===== config.mk =====
export PLATFORM = sky130hd
export DESIGN_NAME = ptmc_ctrl
export DESIGN_NICKNAME = d
export VERILOG_FILES = /design/src/design/ptmc_pkg.sv /design/src/design/ptmc_ctrl.sv
export VERILOG_INCLUDE_DIRS = /design/src /design/src/design
export SDC_FILE = /design/constraint.sdc
export NUM_CORES = 1
export LEC_CHECK = 0
export BUFFER_PORTS_ARGS = -buffer_cell sky130_fd_sc_hd__buf_2
export CAP_MARGIN = 20
export CORE_MARGIN = 3
export CORE_UTILIZATION = 45
export CTS_CLUSTER_SIZE = 16
export DETAILED_ROUTE_END_ITERATION = 16
export GPL_ROUTABILITY_DRIVEN = 0
export GPL_TIMING_DRIVEN = 0
export HOLD_SLACK_MARGIN = 0.08
export PLACE_DENSITY = 0.66
export SETUP_SLACK_MARGIN = 0.3
export SYNTH_ARGS = -nofsm -noshare
export SYNTH_HDL_FRONTEND = slang
export SYNTH_SLANG_ARGS = --single-unit

===== constraint.sdc =====
create_clock -name clk_i -period 5.4 [get_ports clk_i]
set_input_delay 1.08 -clock clk_i [delete_from_list [all_inputs] [get_ports clk_i]]
set_output_delay 1.08 -clock clk_i [all_outputs]
set_load 0.1 [all_outputs]

===== src/design/polygon_triangulation_min_cost_unit_macros.svh =====
// ----------------------------------------------------------------------------
// Polygon triangulation min cost unit: assertion macros
// Clocked property wrappers used by the controller.
// ----------------------------------------------------------------------------
`ifndef POLYGON_TRIANGULATION_MIN_COST_UNIT_MACROS_SVH
`define POLYGON_TRIANGULATION_MIN_COST_UNIT_MACROS_SVH

`ifndef SYNTHESIS
`define PTMC_ASSERT(lbl, prop, msg) \
  lbl: assert property (@(posedge clk_i) disable iff (!rst_ni) prop) else $error(msg);
`define PTMC_ASSERT_RST(lbl, prop, msg) \
  lbl: assert property (@(posedge clk_i) prop) else $error(msg);
`else
`define PTMC_ASSERT(lbl, prop, msg)
`define PTMC_ASSERT_RST(lbl, prop, msg)
`endif

`endif


===== src/design/ptmc_pkg.sv =====
// ----------------------------------------------------------------------------
// Polygon triangulation min cost package
// Status codes and the command and status bundles between controller and
// datapath.
// ----------------------------------------------------------------------------
`timescale 1ns / 1ps

package ptmc_pkg;

  localparam int unsigned COORD_W      = 16;
  localparam int unsigned COST_W       = 32;
  localparam int unsigned SPLIT_W      = 5;
  localparam int unsigned STAT_W       = 2;
  localparam int unsigned MIN_VERTICES = 3;

  typedef enum logic [STAT_W-1:0] {
    ST_OK   = 2'd0,
    ST_FEW  = 2'd1,
    ST_MANY = 2'd2
  } status_e;

  typedef struct packed {
    logic load;
    logic ch_rd;
    logic ch_mul;
    logic ch_sum;
    logic sq_step;
    logic k_rd;
    logic k_first;
    logic wr;
    logic fin;
  } cmd_t;

  typedef struct packed {
    logic stat_ok;
    logic out_free;
  } sts_t;

endpackage


===== src/design/ptmc_ctrl.sv =====
// ----------------------------------------------------------------------------
// Polygon triangulation controller
// Sequences vertex loading and the interval program: span length, span
// start, chord root steps and the split scan.
// ----------------------------------------------------------------------------
`timescale 1ns / 1ps
`include "polygon_triangulation_min_cost_unit_macros.svh"

module ptmc_ctrl import ptmc_pkg::*; #(
  parameter int unsigned MAX_VERTICES = 32,
  parameter int unsigned FRAC_BITS    = 8,
  localparam int unsigned IW = $clog2(MAX_VERTICES),
  localparam int unsigned CW = $clog2(MAX_VERTICES + 1)
) (
  input  logic          clk_i,
  input  logic          rst_ni,
  input  logic          in_valid_i,
  input  logic          in_last_i,
  output logic          in_ready_o,
  output cmd_t          cmd_o,
  input  sts_t          sts_i,
  input  logic [CW-1:0] n_i,
  output logic [IW-1:0] i_o,
  output logic [IW-1:0] j_o,
  output logic [IW-1:0] k_o
);

  localparam int unsigned SQ_STEPS = 17 + FRAC_BITS;
  localparam int unsigned SQW      = $clog2(SQ_STEPS);

  typedef enum logic [3:0] {
    IDLE, CHECK, CH_RD, CH_MUL, CH_SUM, SQRT, K_RUN, K_DRAIN, WR, FIN
  } state_e;

  state_e         state_q;
  logic [IW-1:0]  len_q, i_q, k_q, j;
  logic [SQW-1:0] sq_q;
  logic           load;

  assign j          = i_q + len_q;
  assign in_ready_o = (state_q == IDLE);
  assign load       = in_valid_i && in_ready_o;
  assign i_o        = i_q;
  assign j_o        = j;
  assign k_o        = k_q;

  always_comb begin
    cmd_o         = '0;
    cmd_o.load    = load;
    cmd_o.ch_rd   = (state_q == CH_RD);
    cmd_o.ch_mul  = (state_q == CH_MUL);
    cmd_o.ch_sum  = (state_q == CH_SUM);
    cmd_o.sq_step = (state_q == SQRT);
    cmd_o.k_rd    = (state_q == K_RUN);
    cmd_o.k_first = (state_q == K_RUN) && (k_q == i_q + IW'(1));
    cmd_o.wr      = (state_q == WR);
    cmd_o.fin     = (state_q == FIN) && sts_i.out_free;
  end

  always_ff @(posedge clk_i or negedge rst_ni) begin
    if (!rst_ni) begin
      state_q <= IDLE;
      len_q   <= '0;
      i_q     <= '0;
      k_q     <= '0;
      sq_q    <= '0;
    end else begin
      unique case (state_q)
        IDLE: begin
          if (load && in_last_i) begin
            state_q <= CHECK;
          end
        end
        CHECK: begin
          if (sts_i.stat_ok) begin
            len_q   <= IW'(2);
            i_q     <= '0;
            state_q <= CH_RD;
          end else begin
            state_q <= FIN;
          end
        end
        CH_RD:  state_q <= CH_MUL;
        CH_MUL: state_q <= CH_SUM;
        CH_SUM: begin
          sq_q    <= SQW'(SQ_STEPS - 1);
          state_q <= SQRT;
        end
        SQRT: begin
          if (sq_q == '0) begin
            k_q     <= i_q + IW'(1);
            state_q <= K_RUN;
          end else begin
            sq_q <= sq_q - SQW'(1);
          end
        end
        K_RUN: begin
          if (k_q + IW'(1) == j) begin
            state_q <= K_DRAIN;
          end else begin
            k_q <= k_q + IW'(1);
          end
        end
        K_DRAIN: state_q <= WR;
        WR: begin
          if (CW'(i_q) + CW'(len_q) + CW'(1) < n_i) begin
            i_q     <= i_q + IW'(1);
            state_q <= CH_RD;
          end else if (CW'(len_q) + CW'(1) < n_i) begin
            len_q   <= len_q + IW'(1);
            i_q     <= '0;
            state_q <= CH_RD;
          end else begin
            state_q <= FIN;
          end
        end
        FIN: begin
          if (sts_i.out_free) begin
            state_q <= IDLE;
          end
        end
        default: state_q <= IDLE;
      endcase
    end
  end

  `PTMC_ASSERT(a_k_in_span, (state_q == K_RUN) |-> (k_q > i_q && k_q < j), "split outside span")
  `PTMC_ASSERT(a_span_end, (state_q == CH_RD) |-> (CW'(j) < n_i), "span end beyond vertex count")
  `PTMC_ASSERT(a_wr_next, (state_q == WR) |=> (state_q == CH_RD || state_q == FIN), "bad step after span write")

endmodule


==> results.sh <==
export IMPL_worst_ep_arrival_time_ps=3730
export IMPL_antenna_cells=0
export IMPL_groute_usage_overall=0.182
export IMPL_cts_tree="yes"
export IMPL_drc=0
export IMPL_core_um2=4530
export IMPL_dr_pass1_iters=5
export IMPL_post_route_min_period_ps=3520
export IMPL_postCtsHoldBufs=0
export IMPL_timing_slew_headroom=0.444
export IMPL_syn2layout_area_growth_pct=14.2
export IMPL_hold_viol=0
export IMPL_die_w_um=76.1
export IMPL_crit_family="compound AO/OA/AOI/OAI gates"
export IMPL_clockBufferDepth=2
export IMPL_postRouteAntennaNets=0
export IMPL_worst_pin_slew_ps=829
export IMPL_timing_fmax_ghz=0.284
export IMPL_port_buffers=36
export IMPL_critPathMaxFanout=8
export IMPL_grt_ovfl_total=0
export IMPL_drt_wl_total_mm=5.19
export IMPL_ios=37
export IMPL_clock_skew_ps=1.56
export IMPL_drive_gt1_frac=0.173
export IMPL_yosys_area_top_type_share=0.272
export IMPL_vias_per_cell=5.43
export IMPL_grt_pass1_wl_mm=8.91
export IMPL_grt_antenna_before_repair=0
export IMPL_worstPathCellList="inv_1 -> ha_1 -> fa_1 -> inv_1 -> a21o_1 -> a21oi_1 -> xnor2_1 -> ha_1 -> a21o_1 -> a21o_1 -> nor3_1 -> a311oi_1 -> mux2_2"
export IMPL_dieHeight_um=76.1
export IMPL_cts_sink_count=24
export IMPL_syn_area_um2=2210
export IMPL_rsz0062_at_grt="false"
export IMPL_cap_violations=0
export IMPL_grt_pass1_vias=1780
export IMPL_clkTransAtPathRegs_ps=90
export IMPL_crit_type="reg2reg"
export IMPL_finalSetupTns_ps=0
export IMPL_dieArea_um2=5790
export IMPL_cpMostUsedCell="a21o_1"
export IMPL_synth_edff_count=0
export IMPL_vias=1949
export IMPL_ctsResizeCount=0
export IMPL_syn_inst=255
export IMPL_critPathBufInv=2
export IMPL_status="completed"
export IMPL_hold_path_class="reg2reg"
export IMPL_ys_types=52
export IMPL_syn_num_nets=290
export IMPL_cts_made_buffers=3
export IMPL_synth_area_top_cells="dfrtp_1 (27%), ha_1 (12%), xnor2_1 (6.3%)"
export IMPL_setup_ws_ps=1880
export IMPL_wl_per_cell_um=14.5
export IMPL_whs_ps=538
export IMPL_first_iter_violations=154
export IMPL_setup_viol_count_final=0
export IMPL_worstSetupEndpointType="register"
export IMPL_netlist_top_cells_count="dfrtp_1 (24), inv_1 (24), ha_1 (21)"
export IMPL_post_cts_setup_buffers=0
export IMPL_clock_latency_ps=270
export IMPL_ctsRootBufferMaster="clkbuf_8"
export IMPL_avgSynthCellArea_um2=8.67
export IMPL_final_nets=331
export IMPL_grt_max_degree=25
export IMPL_critPathLaunchType="register"
export IMPL_synth_seq_area_share=0.272
export IMPL_fin_crit_sh=0.652
export IMPL_dp_final_hpwl_mm=4.13
export IMPL_cpMaxStageDelayCell="a311oi_1"
export IMPL_cp_data_required_time_ps=5610
export IMPL_cts_max_level=1
export IMPL_synth_seq_cells=24
export IMPL_ys_warn_count=0
export IMPL_fp_row_count=24
export IMPL_slowest_delay_ps=700
export IMPL_dp_slack_ps=1910
export IMPL_synth_ff_type="dfrtp_1"
export IMPL_drv_slew=0
export IMPL_async_flop_share=1.00
export IMPL_start_util=0.487
export IMPL_synth_area_leader_cell="dfrtp_1"
[cells in the final DEF, fill, tap and decap left out, drive strengths merged, types with 3 or more instances in the layout]
master / n
nor4: 3
o22ai: 3
nor2b: 3
nand3: 15
inv: 24
dfrtp: 24
nand2: 20
ha: 21
nor2: 11
clkbuf: 11
or3: 3
a21boi: 4
a21o: 11
o21ai: 8
buf: 40
o221ai: 4
nand2b: 6
a21oi: 10
xor2: 9
xnor2: 16
nor3: 9
a211oi: 3
[per-layer routing]
layer | vias to the layer above | routed length [µm] | part of all wire | track usage
li1 | 988 | - | - | -
met1 | 892 | 2550 | 0.49 | 0.278
met2 | 65 | 2320 | 0.45 | 0.278
met3 | 4 | 294 | 0.057 | 0.0296
met4 | 0 | 22 | 0.0042 | 0.0217
met5 | - | 0 | 0 | 0
[logic make-up after synthesis]
group / share of synthesized area
flops: 0.272
xor+xnor: 0.119
compound gates: 0.205
simple gates: 0.185
buf+inv: 0.0674
mux: 0.0142
fa+ha+maj: 0.137
[sequential cells by signal (all words and copies together) (netlist names)]
register	flops
i_o	5
sq_q	5
state_q	4
len_q	5
k_o	5
[through the flow]
stage,cells,cell area [µm²],util
6_report,359,2520,0.557
3_3_place_gp,356,2480,0.547
3_5_place_dp,356,2480,0.547
2_1_floorplan,255,2220,-
4_1_cts,359,2520,0.557
5_1_grt,359,2520,0.557
[final cells by class]
class,count,area [µm²]
Fill cell,404,2010
Multi-Input combinational cell,195,1470
Sequential cell,24,601
Timing Repair Buffer,36,180
Inverter,24,90.1
Tap cell,65,81.3
Buffer,12,58.8
Clock buffer,3,41.3
[worst paths after layout]
path | start | end | slack (ps) | cells past startpoint
max in group asynchronous | rst_ni | len_q[0] | 4230 | 1
worst max register to register | i_o[0] | i_o[0] | 1880 | 13
min in group asynchronous | rst_ni | k_o[1] | 790 | 1
worst min register to register | sq_q[0] | sq_q[0] | 540 | 1
worst max-delay path | i_o[0] | i_o[0] | 1880 | 13
worst min-delay path | sq_q[0] | sq_q[0] | 540 | 1
Power is left out: the tool's default activity adds up to more than one toggle a clock period on the data nets, which glitch-free logic cannot reach.
